--- src/sv/rbfs_pkg.sv ---
// ----------------------------------------------------------------------------
// rbfs_pkg: shared types and constants for the bulb frame serializer
// Command and segment words, the frame descriptor, timing registers.
// ----------------------------------------------------------------------------
package rbfs_pkg;

    // command word, fields in order
    typedef struct packed {
        logic [7:0]  string_select;
        logic [5:0]  bulb_address;
        logic [7:0]  brightness;
        logic [11:0] packed_color;
    } cmd_t;

    // one line segment
    typedef struct packed {
        logic       line_index;
        logic       level;
        logic [7:0] duration_us;
        logic       last_segment;
    } seg_t;

    localparam int unsigned DATA_BITS = 26;

    // classified frame: line plus the 26 data bits, MSB sent first
    typedef struct packed {
        logic                 line;
        logic [DATA_BITS-1:0] data;
    } frame_t;

    // queue head as seen by the back end
    typedef struct packed {
        logic   valid;
        frame_t frame;
    } qhead_t;

    // timing registers
    typedef struct packed {
        logic [7:0] start_high_us;
        logic [7:0] one_low_us;
        logic [7:0] one_high_us;
        logic [7:0] zero_low_us;
        logic [7:0] zero_high_us;
        logic [7:0] end_low_us;
    } cfg_t;

    localparam int unsigned CFG_IDX_W = 3;
    localparam logic [CFG_IDX_W-1:0] CFG_START_HIGH = 3'd0;
    localparam logic [CFG_IDX_W-1:0] CFG_ONE_LOW    = 3'd1;
    localparam logic [CFG_IDX_W-1:0] CFG_ONE_HIGH   = 3'd2;
    localparam logic [CFG_IDX_W-1:0] CFG_ZERO_LOW   = 3'd3;
    localparam logic [CFG_IDX_W-1:0] CFG_ZERO_HIGH  = 3'd4;
    localparam logic [CFG_IDX_W-1:0] CFG_END_LOW    = 3'd5;

    localparam cfg_t CFG_RESET = '{
        start_high_us: 8'd10,
        one_low_us:    8'd20,
        one_high_us:   8'd8,
        zero_low_us:   8'd10,
        zero_high_us:  8'd20,
        end_low_us:    8'd30
    };

    // queue between front and back
    localparam int unsigned QDEPTH = 2;
    localparam int unsigned QPTR_W = (QDEPTH > 1) ? $clog2(QDEPTH) : 1;
    localparam int unsigned QCNT_W = $clog2(QDEPTH + 1);

    // segment counter: 0 start high, 1..52 data, 53 closing low
    localparam int unsigned SEG_W = 6;
    localparam logic [SEG_W-1:0] SEG_FIRST = 6'd0;
    localparam logic [SEG_W-1:0] SEG_LAST  = 6'(2 * DATA_BITS + 1);

    localparam logic [7:0] MAX_LINE = 8'd1;

endpackage

--- src/sv/rbfs_front.sv ---
// ----------------------------------------------------------------------------
// rbfs_front: command intake and frame queue
// Takes command words, drops those for no line, queues frame descriptors.
// ----------------------------------------------------------------------------
module rbfs_front import rbfs_pkg::*;
(
    input  logic   clk,
    input  logic   rst_n,
    input  logic   start,
    input  cmd_t   cmd,
    output logic   busy,
    output qhead_t head,
    input  logic   pop
);

    frame_t              mem_reg [QDEPTH];
    logic [QPTR_W-1:0]   wr_ptr_reg, wr_ptr_next;
    logic [QPTR_W-1:0]   rd_ptr_reg, rd_ptr_next;
    logic [QCNT_W-1:0]   cnt_reg, cnt_next;

    logic   accept;
    logic   push;
    logic   do_pop;
    frame_t frame_in;

    assign busy   = (cnt_reg == QCNT_W'(QDEPTH));
    assign accept = start && !busy;
    assign push   = accept && (cmd.string_select <= MAX_LINE);
    assign do_pop = pop && (cnt_reg != '0);

    assign frame_in.line = cmd.string_select[0];
    assign frame_in.data = {cmd.bulb_address, cmd.brightness, cmd.packed_color};

    assign head.valid = (cnt_reg != '0);
    assign head.frame = mem_reg[rd_ptr_reg];

    always_comb
    begin
        wr_ptr_next = wr_ptr_reg;
        rd_ptr_next = rd_ptr_reg;
        if (push)
        begin
            wr_ptr_next = (wr_ptr_reg == QPTR_W'(QDEPTH - 1)) ? '0 : wr_ptr_reg + 1'b1;
        end
        if (do_pop)
        begin
            rd_ptr_next = (rd_ptr_reg == QPTR_W'(QDEPTH - 1)) ? '0 : rd_ptr_reg + 1'b1;
        end
        cnt_next = cnt_reg + QCNT_W'(push) - QCNT_W'(do_pop);
    end

    always_ff @(posedge clk or negedge rst_n)
    begin
        if (!rst_n)
        begin
            wr_ptr_reg <= '0;
            rd_ptr_reg <= '0;
            cnt_reg    <= '0;
        end
        else
        begin
            wr_ptr_reg <= wr_ptr_next;
            rd_ptr_reg <= rd_ptr_next;
            cnt_reg    <= cnt_next;
        end
    end

    always_ff @(posedge clk)
    begin
        if (push)
        begin
            mem_reg[wr_ptr_reg] <= frame_in;
        end
    end

endmodule

--- src/sv/rbfs_back.sv ---
// ----------------------------------------------------------------------------
// rbfs_back: frame serializer
// Walks one frame as 54 segments, one per cycle, into a registered output.
// ----------------------------------------------------------------------------
module rbfs_back import rbfs_pkg::*;
(
    input  logic   clk,
    input  logic   rst_n,
    input  cfg_t   cfg,
    input  qhead_t head,
    output logic   pop,
    output logic   seg_strobe,
    output seg_t   seg
);

    logic                 active_reg, active_next;
    logic [SEG_W-1:0]     cnt_reg, cnt_next;
    logic [DATA_BITS-1:0] shift_reg, shift_next;
    logic                 line_reg, line_next;
    logic                 strobe_reg;
    seg_t                 seg_reg;
    seg_t                 seg_cur;
    logic                 bit_cur;

    // next frame may start once the closing low is out
    assign pop = head.valid && (!active_reg || (cnt_reg == SEG_LAST));

    assign bit_cur = shift_reg[DATA_BITS-1];

    always_comb
    begin
        active_next = active_reg;
        cnt_next    = cnt_reg;
        shift_next  = shift_reg;
        line_next   = line_reg;
        if (pop)
        begin
            active_next = 1'b1;
            cnt_next    = SEG_FIRST;
            shift_next  = head.frame.data;
            line_next   = head.frame.line;
        end
        else if (active_reg)
        begin
            if (cnt_reg == SEG_LAST)
            begin
                active_next = 1'b0;
            end
            else
            begin
                cnt_next = cnt_reg + 1'b1;
                // move to next bit after its high half
                if (cnt_reg != SEG_FIRST && !cnt_reg[0])
                begin
                    shift_next = {shift_reg[DATA_BITS-2:0], 1'b0};
                end
            end
        end
    end

    always_comb
    begin
        seg_cur.line_index   = line_reg;
        seg_cur.last_segment = 1'b0;
        priority if (cnt_reg == SEG_FIRST)
        begin
            seg_cur.level       = 1'b1;
            seg_cur.duration_us = cfg.start_high_us;
        end
        else if (cnt_reg == SEG_LAST)
        begin
            seg_cur.level        = 1'b0;
            seg_cur.duration_us  = cfg.end_low_us;
            seg_cur.last_segment = 1'b1;
        end
        else if (cnt_reg[0])
        begin
            seg_cur.level       = 1'b0;
            seg_cur.duration_us = bit_cur ? cfg.one_low_us : cfg.zero_low_us;
        end
        else
        begin
            seg_cur.level       = 1'b1;
            seg_cur.duration_us = bit_cur ? cfg.one_high_us : cfg.zero_high_us;
        end
    end

    always_ff @(posedge clk or negedge rst_n)
    begin
        if (!rst_n)
        begin
            active_reg <= 1'b0;
            cnt_reg    <= SEG_FIRST;
            strobe_reg <= 1'b0;
        end
        else
        begin
            active_reg <= active_next;
            cnt_reg    <= cnt_next;
            strobe_reg <= active_reg;
        end
    end

    always_ff @(posedge clk)
    begin
        shift_reg <= shift_next;
        line_reg  <= line_next;
        seg_reg   <= seg_cur;
    end

    assign seg_strobe = strobe_reg;
    assign seg        = seg_reg;

`ifndef SYNTH
    a_cnt_range: assert property (@(posedge clk) disable iff (!rst_n)
        cnt_reg <= SEG_LAST)
        else $error("segment counter out of range");

    a_cnt_step: assert property (@(posedge clk) disable iff (!rst_n)
        (active_reg && cnt_reg != SEG_LAST)
        |=> (active_reg && cnt_reg == $past(cnt_reg) + 1'b1))
        else $error("frame interrupted mid-way");

    a_last_closes: assert property (@(posedge clk) disable iff (!rst_n)
        (seg_strobe && seg.last_segment)
        |-> (!seg.level && $past(cnt_reg) == SEG_LAST))
        else $error("closing segment misplaced");

    a_pop_boundary: assert property (@(posedge clk) disable iff (!rst_n)
        (active_reg && cnt_reg == SEG_LAST && head.valid) |=> (cnt_reg == SEG_FIRST))
        else $error("queued frame not started after closing low");
`endif

endmodule

--- src/sv/rgb_bulb_frame_serializer.sv ---
// ----------------------------------------------------------------------------
// rgb_bulb_frame_serializer: bulb command to one-wire frame segments
// Front intake and queue, back serializer, six timing registers.
// ----------------------------------------------------------------------------
// Usage:
//   Command channel: a word on cmd is taken at a clock edge with start high
//   and busy low. busy rises only when the two-entry frame queue is full.
//   Commands with string_select above 1 are taken and dropped, no segments.
//   Segment channel: each segment word sits on seg for one cycle with
//   seg_strobe high; the receiver cannot stall, it must take every word.
//   A frame is 54 words: start high, 26 bits as low/high pairs (address,
//   intensity, color, MSB first), closing low with last_segment set.
// Path: command queued, loaded by the serializer, first segment registered.
// Throughput: one segment per cycle within a frame. Queued frames follow
//   with no gap.
// Config: cfg_we/cfg_index/cfg_data write one timing register per edge,
//   indexes 0..5; other indexes are ignored. Write only while idle.
// Reset: rst_n asynchronous, clears queue and serializer; timing registers
//   return to their defaults. No clearing pass is needed.
// ----------------------------------------------------------------------------
module rgb_bulb_frame_serializer import rbfs_pkg::*;
(
    input  logic                 clk,
    input  logic                 rst_n,
    input  logic                 start,
    output logic                 busy,
    input  cmd_t                 cmd,
    input  logic                 cfg_we,
    input  logic [CFG_IDX_W-1:0] cfg_index,
    input  logic [7:0]           cfg_data,
    output logic                 seg_strobe,
    output seg_t                 seg
);

    cfg_t   cfg_reg, cfg_next;
    qhead_t head;
    logic   pop;

    // timing register file
    always_comb
    begin
        cfg_next = cfg_reg;
        if (cfg_we)
        begin
            unique case (cfg_index)
                CFG_START_HIGH: cfg_next.start_high_us = cfg_data;
                CFG_ONE_LOW:    cfg_next.one_low_us    = cfg_data;
                CFG_ONE_HIGH:   cfg_next.one_high_us   = cfg_data;
                CFG_ZERO_LOW:   cfg_next.zero_low_us   = cfg_data;
                CFG_ZERO_HIGH:  cfg_next.zero_high_us  = cfg_data;
                CFG_END_LOW:    cfg_next.end_low_us    = cfg_data;
                default:        cfg_next = cfg_reg;
            endcase
        end
    end

    always_ff @(posedge clk or negedge rst_n)
    begin
        if (!rst_n)
        begin
            cfg_reg <= CFG_RESET;
        end
        else
        begin
            cfg_reg <= cfg_next;
        end
    end

    // intake, line check, frame queue
    rbfs_front u_front (
        .clk   (clk),
        .rst_n (rst_n),
        .start (start),
        .cmd   (cmd),
        .busy  (busy),
        .head  (head),
        .pop   (pop)
    );

    // segment generator, registered output
    rbfs_back u_back (
        .clk        (clk),
        .rst_n      (rst_n),
        .cfg        (cfg_reg),
        .head       (head),
        .pop        (pop),
        .seg_strobe (seg_strobe),
        .seg        (seg)
    );

endmodule
--- config.mk ---
export PLATFORM = sky130hd
export DESIGN_NAME = rgb_bulb_frame_serializer
export DESIGN_NICKNAME = d
export VERILOG_FILES = /design/src/sv/rbfs_pkg.sv /design/src/sv/rbfs_front.sv /design/src/sv/rbfs_back.sv /design/src/sv/rgb_bulb_frame_serializer.sv
export SDC_FILE = /design/constraint.sdc
export NUM_CORES = 1
export LEC_CHECK = 0
export BUFFER_PORTS_ARGS = -buffer_cell sky130_fd_sc_hd__buf_2
export CORE_ASPECT_RATIO = 0.7
export CORE_MARGIN = 4
export CORE_UTILIZATION = 44
export CTS_CLUSTER_SIZE = 8
export DETAILED_ROUTE_END_ITERATION = 10
export SLEW_MARGIN = 20
export SYNTH_ARGS = -nofsm -noshare
export SYNTH_HDL_FRONTEND = slang
export SYNTH_SLANG_ARGS = --single-unit
export TNS_END_PERCENT = 20
--- constraint.sdc ---
create_clock -name clk -period 4.6 [get_ports clk]
set_input_delay 0.46 -clock clk [delete_from_list [all_inputs] [get_ports clk]]
set_output_delay 0.46 -clock clk [all_outputs]
set_load 0.02 [all_outputs]
# [Word level (Yosys, flattened, before mapping)]
# Memories as Yosys holds them, arrays and structs flattened.
# Index checks and enable logic that the tools add are counted.
[totals] reg_bits=98 latch_bits=0 ram_bits=54 romBits=0 inputBits=49 output_inout_bits=13 word_cells=76 mem_count=1
[op_classes] n_addsub=5 mul=0 n_div=0 n_lt_le_gt_ge=1 n_eq_ne=8 shift=0 muxes=20 bitwise_logic=0 reduce_logical=23
[memory_table] name="u_front.mem_reg" words=2 word_bits=27 read_ports=1 rd_ports_with_merged_regs=0 wr=1 line_no="rbfs_front.sv:16" rtl="frame_t mem_reg [QDEPTH];"
[ops] operator="26-bit two-way mux" n=4
[ops] operator="8-bit two-way mux" n=3
[ops] operator="6-bit two-way mux" n=3
[ops] operator="9-bit two-way mux" n=2
[ops] operator="2-bit AND reduction" n=7
[ops] operator="8-bit by 1-bit less-or-equal comparator with 1-bit output (second input constant)" n=1
[ops] operator="1-bit two-way mux" n=8
[ops] operator="6-bit by 1-bit adder with 6-bit output (second input constant)" n=1
[ops] operator="3-bit by 2-bit == test with 1-bit output (second input constant)" n=2
[ops] operator="3-bit == test (second input constant)" n=2
[ops] operator="6-bit == test (second input constant)" n=1
[ops] operator="6-bit zero test" n=1
[ops] operator="2-bit nonzero test" n=3
[ops] operator="6-bit nonzero test" n=1
[ops] operator="1-bit logical AND" n=5
[ops] operator="3-bit by 1-bit == test with 1-bit output (second input constant)" n=1
[ops] operator="1-bit zero test" n=3
[ops] operator="3-bit zero test" n=1
[ops] operator="3-bit AND reduction" n=1
[ops] operator="1-bit adder (second input constant)" n=2
[ops] operator="2-bit by 1-bit adder with 2-bit output" n=1
[ops] operator="2-bit == test (second input constant)" n=1
[ops] operator="2-bit != test (second input constant)" n=1
[ops] operator="2-bit by 1-bit subtractor with 2-bit output" n=1
[ops] operator="1-bit logical OR" n=1

# [Logic depth before layout (Yosys ltp)]
# Gate-level depths: netlist of the first run.
[logic_depth] ltp_word=6 depth_mapped=10 ltp_nobuf=9

# [Hierarchy]
# Synthesis of the first run repeated with hierarchy kept, for this count alone.
[unflattened] cells_unflattened=368 hier_area_um2=6302.3
[by_module_without_submodules] mod="rbfs_front" instances=1 cells_each=104 area_each_um2=2233.4 seq_area_each_um2=1721.7
[by_module_without_submodules] mod="rbfs_back" instances=1 cells_each=158 area_each_um2=2219.6 seq_area_each_um2=1231.2
[by_module_without_submodules] mod="rgb_bulb_frame_serializer" instances=1 cells_each=106 area_each_um2=1849.3 seq_area_each_um2=1217.4

# [Least setup slack after synthesis of the first run]
# Ideal clock, no wire load.
[synth_timing] path_kind="input port to flip-flop" start="input port cmd[27] (netlist name)" end="memory u_front.mem_reg[0][0] (netlist name) (enable)" setup_time_ns=0.411 arrival_time_ns=2.043 setup_slack_ns=2.146 stages=3 n_path_buf=0 cell_sequence="nor4_1 > nand4_1 > nor2_1"
[synth_via] elab_chain_cells=4
[synth_rtl] item="from (decl)" line_no="rgb_bulb_frame_serializer.sv:27" rtl="input cmd_t cmd,"
[synth_rtl] item="8-bit by 1-bit less-or-equal comparator with 1-bit output" line_no="rbfs_front.sv:28" rtl="assign push = accept && (cmd.string_select <= MAX_LINE);"
[synth_rtl] item="1-bit logical AND" line_no="rbfs_front.sv:28"
[synth_rtl] item="1-bit two-way mux" line_no="rbfs_front.sv:70" rtl="if (push)"
[synth_rtl] item="1-bit two-way mux (not written as such)" line_no="rbfs_front.sv:72" rtl="mem_reg[wr_ptr_reg] <= frame_in;"
[synth_rtl] item="to (decl)" line_no="rbfs_front.sv:16"
# Every way passes these cells.

# [Worst setup path in the final report of the first run]
[layout_timing] start="register u_back.cnt_reg[0]" end="register u_back.shift_reg[23] (enable)"
[layout_via] elab_chain_cells=5 word_cells_on_any_way=10
[layout_rtl] item="from (decl)" line_no="rbfs_back.sv:17" rtl="logic [SEG_W-1:0] cnt_reg, cnt_next;"
[layout_rtl] item="from (signal assigned)" line_no="rbfs_back.sv:99" rtl="cnt_reg <= cnt_next;"
[layout_rtl] item="6-bit == test" line_no="rbfs_back.sv:26, rbfs_back.sv:45"
[layout_rtl] item="1-bit logical OR" line_no="rbfs_back.sv:26" rtl="assign pop = head.valid && (!active_reg || (cnt_reg == SEG_LAST));"
[layout_rtl] item="1-bit logical AND" line_no="rbfs_back.sv:26"
[layout_rtl] item="2-bit != test (no source line) / 2-bit nonzero test (equally long branches)"
[layout_rtl] item="3-bit AND reduction (no source line) *"
[layout_rtl] item="to (signal assigned)" line_no="rbfs_back.sv:106" rtl="shift_reg <= shift_next;"
[layout_rtl] item="to (decl)" line_no="rbfs_back.sv:18" rtl="logic [DATA_BITS-1:0] shift_reg, shift_next;"
# Every way passes the cells marked *; elsewhere a longest branch is shown, timed or not.
# A chain may end at the register's enable or synchronous reset.

==> summary.txt, run 1 <==
Worst hold path
  – Worst hold path class: input port to asynchronous set/reset pin

STA
  – Setup TNS: 0 ps
  – Worst-margin pin slew: 865 ps
  – Worst Hold Margin: 195 ps
  – Final hold violations: 0
  – Setup Skew: 7.14 ps
  – Max-Slew Margin vs Limit: 42.0%
  – Fin. max-slew vios: 0
  – FMAX: 0.355 GHz
  – Tmin final: 2820 ps
  – RSZ-0062 raised after global routing: false
  – Period utilization: 61.3%
  – Setup Viol. Count Final: 0

Floorplanning
  – Chip height: 107 um
  – I/O Pins: 62
  – Initial Util: 46.0%
  – FP Rows: 35
  – Die W: 150 um
  – Die Area: 16,000 sq um
  – Core ar.: 13,400 sq um

Power
  – Lkg Pwr: 2.85 nW
  – PwrDens: 597 nW/um^2
  – Worst vdd ir: 0.000301 V

Global routing
  – Initial antenna violation count: 0
  – Gr usage total: 15.1%
  – First-pass GRT wire length: 18,200 um
  – Total gr overflow: 0
  – Vias in the first global route: 3,470
  – Largest net degree at the start of global routing: 61

Critical path
  – Worst EP required: 4650 ps
  – Critical path class: flop to flop
  – Crit end category: flop
  – Maximum fanout along the worst path: 30
  – Signal arrival time at the worst endpoint: 2870 ps
  – Startpoint types: flop

CTS
  – CTS tree: built
  – CTS H-tree lvls: 4
  – Root buf cell: clkbuf_16
  – Post-CTS setup buffer count: 0
  – Clk sink count: 152
  – Clock Pin Slew Worst Setup and Hold Paths: 60 ps
  – CTS buffer count: 17
  – Worst-Skew Late Latency: 420 ps
  – Hold_buf cts: 0
  – Resized cells post-CTS: 0
  – Clk buf depth: 2

Synth
  – Syn Area/Cell: 16.5 sq um
  – Mapped Area: 6180 sq um
  – Cell variety after synth: 40
  – Post-synth EDFFs: 81
  – Cell taking the most area after synthesis: edfxtp_1
  – Asr flop ratio synth: 39.5%
  – Top cells by area, synth: edfxtp_1 (39%), dfrtp_1 (19%), mux2_2 (16%), dfstp_2 (5.5%), dfxtp_1 (3.6%)
  – Synth warn: 0
  – Post-synthesis sequential area ratio: 67.4%
  – Primary FF master, synth: edfxtp_1
  – Mapped Cells: 375
  – Syn_nets: 429
  – Synth top area share: 39.3%
  – Seq cells post-synth: 152

Layout
  – Register area: 4170 sq um
  – Fill cell count: 1,102
  – Commonest non-fill, non-tap cell in the layout: mux2_2
  – Max FFs per register: 54
  – Post-layout util: 54.2%
  – Most frequent cells in the layout: mux2_2 (90), edfxtp_1 (81), buf_2 (61), dfrtp_1 (47), nand2_1 (25)
  – Share of cells above drive strength 1: 49.1%
  – Nets: 501
  – Footprint of the multi-input gates: 1910 sq um
  – Ant. Diodes: 0
  – Synthesis-to-finish area growth: 17.8%

Place
  – DPL Wire Length: 7120 um
  – Final Wtd Congestion: 0.748
  – PortBufs: 61

Route
  – DR DRC count: 0
  – WL per Instance: 16.9 um
  – Via count: 3,333
  – DR vias/cell: 5.17
  – Final wirelength: 10,900 um
  – First-pass detailed-route iteration total: 4
  – Remaining antenna violation count: 0
  – Initial DRC Count: 121

Flow run
  – Max_cap viols: 0

Outcome
  – Status: complete, no violations
## power breakdown
part	leakage [nW]	internal [W]	switching, W	total, W
logic	1.02	0.000510	0.000433	0.000943
clock network	0.299	0.000840	0.000534	0.00137
registers	1.53	0.00183	0.000201	0.00203
total	2.85	0.00318	0.00117	0.00435
## final cells by class
class                           count  area share [%]
Clock buffer                       23            7.01
Multi-Input combinational cell    200            26.2
Timing Repair Buffer               66            4.70
Clock inverter                      9            1.17
Tap cell                          185            3.18
Inverter                           10           0.515
Sequential cell                   152            57.2
## cells by family (layout without fill, tap and decap cells)
group,Yosys count,in the layout,share of synthesized area (%)
AND/OR/NAND/NOR,59,59,4.59
XOR/XNOR,4,4,0.567
AO/OA/AOI/OAI,21,21,2.27
multiplexers,111,111,22.2
buffers and inverters,23,108,1.90
flip-flops,152,152,67.4
adder cells (fa/ha/maj),5,5,1.01
## worst paths after layout
path	to	cells after the start	slack, ps	startpoint
worst max-delay path	u_back.shift_reg[23]	5	1780	u_back.cnt_reg[0]
worst min-delay path	u_back.seg_strobe	2	200	rst_n
worst max register to register	u_back.shift_reg[23]	5	1780	u_back.cnt_reg[0]
worst min register to register	u_back.seg[10]	0	420	u_back.line_reg
max in group asynchronous	cfg_reg[26]	2	3890	rst_n
min in group clk	u_front.mem_reg[1][22]	1	230	cmd[22]
## metal layers
metal | track usage [%] | wire length [um] | vias to the layer above
met5 | 0 | 0 | -
met4 | 6.85 | 192 | 0
met3 | 3.80 | 442 | 15
met2 | 20.9 | 4780 | 73
met1 | 22.3 | 5510 | 1699
li1 | - | - | 1546
## stage by stage
stage / cells / worst slack (ps) / cell area, sq um / power, W
2_1_floorplan: 375 / 2150 / 6180 / 0.00274
3_3_place_gp: 613 / 1450 / 6690 / 0.00298
3_5_place_dp: 613 / 1360 / 6690 / 0.00301
4_1_cts: 645 / 1340 / 7290 / 0.00441
5_1_grt: 645 / 1550 / 7290 / 0.00460
6_report: 645 / 1780 / 7290 / 0.00435
## synth_stat cells, types with 3 or more instances
cell type / count
mux2_4: 10
dfstp_2: 13
nor2_1: 13
mux2_2: 90
nand2_1: 25
edfxtp_1: 81
mux4_2: 8
clkbuf_1: 6
dfrtp_1: 47
xnor2_1: 3
buf_2: 3
nand3_1: 7
inv_1: 9
o21ai_0: 4
ha_1: 5
mux2i_1: 3
dfxtp_1: 11
nor2b_1: 3
a31oi_1: 8
## worst max-delay path, cell delays in order, from the launching register on
cell,delay (ps)
dfrtp_1,700
ha_1,330
nand2_2,240
a21oi_4,200
buf_4,390
a41o_2,550
Power figures use the tool's default switching activity.
==> inputs of run 2 (changes only) <==
==> constraint.sdc (replaced) <==
create_clock -name clk -period 2.86 [get_ports clk]
set_input_delay 0.286 -clock clk [delete_from_list [all_inputs] [get_ports clk]]
set_output_delay 0.286 -clock clk [all_outputs]
set_load 0.02 [all_outputs]
==> run 2 against run 1 <==
Against the previous run: combinational power up 70%; count of clock-buffer cells in the layout down 6; final cell count up 0.62%; sequential cell count unchanged; critical path type unchanged; hold slack worse by 170 ps; fmax up 31%; critical endpoint is now u_front.cnt_reg[1]; largest cell class unchanged; largest power group unchanged; via count down 0.60%; wire length up 2.4%.
==> summary.txt, run 2 (synthesized netlist as in run 1, its figures left out) <==
Outcome
  – Status: complete, no violations (unchanged)

CTS
  – Clk sink count: 152 (unchanged)
  – CTS buffer count: 17 (unchanged)
  – CTS tree: built (unchanged)
  – Clock Pin Slew Worst Setup and Hold Paths: 60 ps (about the same)
  – Clk buf depth: 2 (unchanged)
  – Worst-Skew Late Latency: 420 ps (about the same)
  – Root buf cell: clkbuf_16 (unchanged)
  – Resized cells post-CTS: 0 (unchanged)
  – CTS H-tree lvls: 4 (unchanged)
  – Post-CTS setup buffer count: 0 (unchanged)
  – Hold_buf cts: 0 (unchanged)

Critical path
  – Critical path class: flop to flop (unchanged)
  – R2r startpoint: u_back.cnt_reg[3] (was u_back.cnt_reg[0])
  – Capturing point of the worst reg2reg path: u_front.cnt_reg[1] (was u_back.shift_reg[23])
  – Worst path max stage delay: 450 ps (was 700 ps)
  – Worst EP required: 3200 ps (was 4650 ps)
  – Crit end category: flop (unchanged)
  – Worst reg2reg setup slack: 720 ps (was 1780 ps)
  – Critical Path, Cell by Cell: and4b_1 -> nand2_2 -> a21oi_4 -> ha_1 -> inv_1 -> ha_1 -> xnor2_1 -> xnor2_1 (was ha_1 -> nand2_2 -> a21oi_4 -> buf_4 -> a41o_2)
  – Cells on worst reg2reg path: 8 (was 5)
  – Worst path depth: 8 (was 5)
  – CP max-delay cell: dfrtp_1 (unchanged)
  – CP delay by family, top: adder cells (was compound AO/OA/AOI/OAI gates)
  – Startpoint types: flop (unchanged)
  – Worst Setup SP: u_back.cnt_reg[3] (was u_back.cnt_reg[0])
  – Worst setup path end: u_front.cnt_reg[1] (was u_back.shift_reg[23])
  – Maximum fanout along the worst path: 11 (was 30)
  – Signal arrival time at the worst endpoint: 2480 ps (was 2870 ps)
  – WP buf/inv: 1 (unchanged)

Power
  – PwrDens: 951 nW/um^2 (was 597 nW/um^2)
  – Worst vdd ir: 0.000471 V (was 0.000301 V)
  – Lkg Pwr: 2.83 nW (was 2.85 nW)

STA
  – Final hold violations: 0 (unchanged)
  – Setup TNS: 0 ps (unchanged)
  – Tmin final: 2140 ps (was 2820 ps)
  – Fin. max-slew vios: 0 (unchanged)
  – Setup Viol. Count Final: 0 (unchanged)
  – Max-Slew Margin vs Limit: 39.8% (was 42.0%)
  – Period utilization: 75.0% (was 61.3%)
  – Setup Skew: 7.11 ps (was 7.14 ps)
  – RSZ-0062 raised after global routing: false (unchanged)
  – Worst-margin pin slew: 898 ps (was 865 ps)
  – Worst Hold Margin: 22.4 ps (was 195 ps)
  – FMAX: 0.466 GHz (was 0.355 GHz)

Route
  – DR vias/cell: 5.10 (was 5.17)
  – WL per Instance: 17.2 um (was 16.9 um)
  – Initial DRC Count: 172 (was 121)
  – Remaining antenna violation count: 0 (unchanged)
  – DR DRC count: 0 (unchanged)
  – Final wirelength: 11,200 um (was 10,900 um)
  – First-pass detailed-route iteration total: 4 (unchanged)
  – Via count: 3,313 (was 3,333)

Layout
  – Share of cells above drive strength 1: 49.8% (was 49.1%)
  – Commonest non-fill, non-tap cell in the layout: mux2_2 (unchanged)
  – Ant. Diodes: 0 (unchanged)
  – Footprint of the multi-input gates: 1910 sq um (about the same)
  – Synthesis-to-finish area growth: 18.1% (was 17.8%)
  – Post-layout util: 54.3% (was 54.2%)
  – Register area: 4170 sq um (unchanged)
  – Max FFs per register: 54 (unchanged)
  – Most frequent cells in the layout: mux2_2 (90), edfxtp_1 (81), buf_2 (61), dfrtp_1 (47), nand2_1 (25) (unchanged)
  – Nets: 505 (was 501)
  – Fill cell count: 1,121 (was 1,102)

Place
  – DPL Wire Length: 7240 um (was 7120 um)
  – Final Wtd Congestion: 0.724 (was 0.748)
  – PortBufs: 61 (unchanged)

Floorplanning
  – Die Area: 16,000 sq um (unchanged)
  – Chip height: 107 um (unchanged)
  – Die W: 150 um (unchanged)
  – I/O Pins: 62 (unchanged)
  – Core ar.: 13,400 sq um (unchanged)
  – Initial Util: 46.0% (unchanged)
  – FP Rows: 35 (unchanged)

Global routing
  – Gr usage total: 15.1% (about the same)
  – Vias in the first global route: 3,546 (was 3,470)
  – Total gr overflow: 0 (unchanged)
  – Initial antenna violation count: 0 (unchanged)
  – First-pass GRT wire length: 18,300 um (was 18,200 um)
  – Largest net degree at the start of global routing: 61 (unchanged)

Worst hold path
  – Worst hold path class: input port to asynchronous set/reset pin (unchanged)

Flow run
  – Max_cap viols: 0 (unchanged)
## run 2: report_power, final
| part | leakage [nW] | total (W) | internal (W) | switching, W |
|---|---|---|---|---|
| combinational | 1.04 | 0.00160 | 0.000844 | 0.000758 |
| sequential | 1.53 | 0.00321 | 0.00295 | 0.000262 |
| clock | 0.260 | 0.00214 | 0.00121 | 0.000925 |
| total | 2.83 | 0.00695 | 0.00500 | 0.00194 |
## run 2: layer usage
layer  vias up  wire length (um)  GRT usage (%)
met1      1687              5770           21.8
li1       1562                 -              -
met3        12               374           4.14
met5         -                 0              0
met4         0               163           5.68
met2        52              4880           21.8
## run 2: final cells by class
class	count	area share, %
inverter	10	0.514
clock inverter	15	1.95
tap	185	3.17
multi-input combinational	200	26.1
clock buffer	17	5.83
sequential	152	57.1
timing repair buffer	70	5.28
## run 2: per-stage QoR
| step | instances | cell area [sq um] | power, W | setup WS, ps |
|---|---|---|---|---|
| finish | 649 | 7300 | 0.00695 | 716 |
| global route | 649 | 7300 | 0.00733 | 559 |
| CTS | 649 | 7300 | 0.00703 | 690 |
| detailed placement | 617 | 6730 | 0.00487 | 732 |
| global placement | 617 | 6730 | 0.00481 | 760 |
| floorplan | 375 | 6180 | 0.00440 | 580 |
## run 2: worst min-delay path by stage
stage	to	slack, ps
final	u_back.active_reg	20
after global routing	u_front.mem_reg[1][7]	30
after CTS	u_front.mem_reg[0][12]	30
after detailed placement	u_back.seg[10]	360
after global placement	u_back.seg[10]	390
after floorplan	cfg_reg[0]	-10
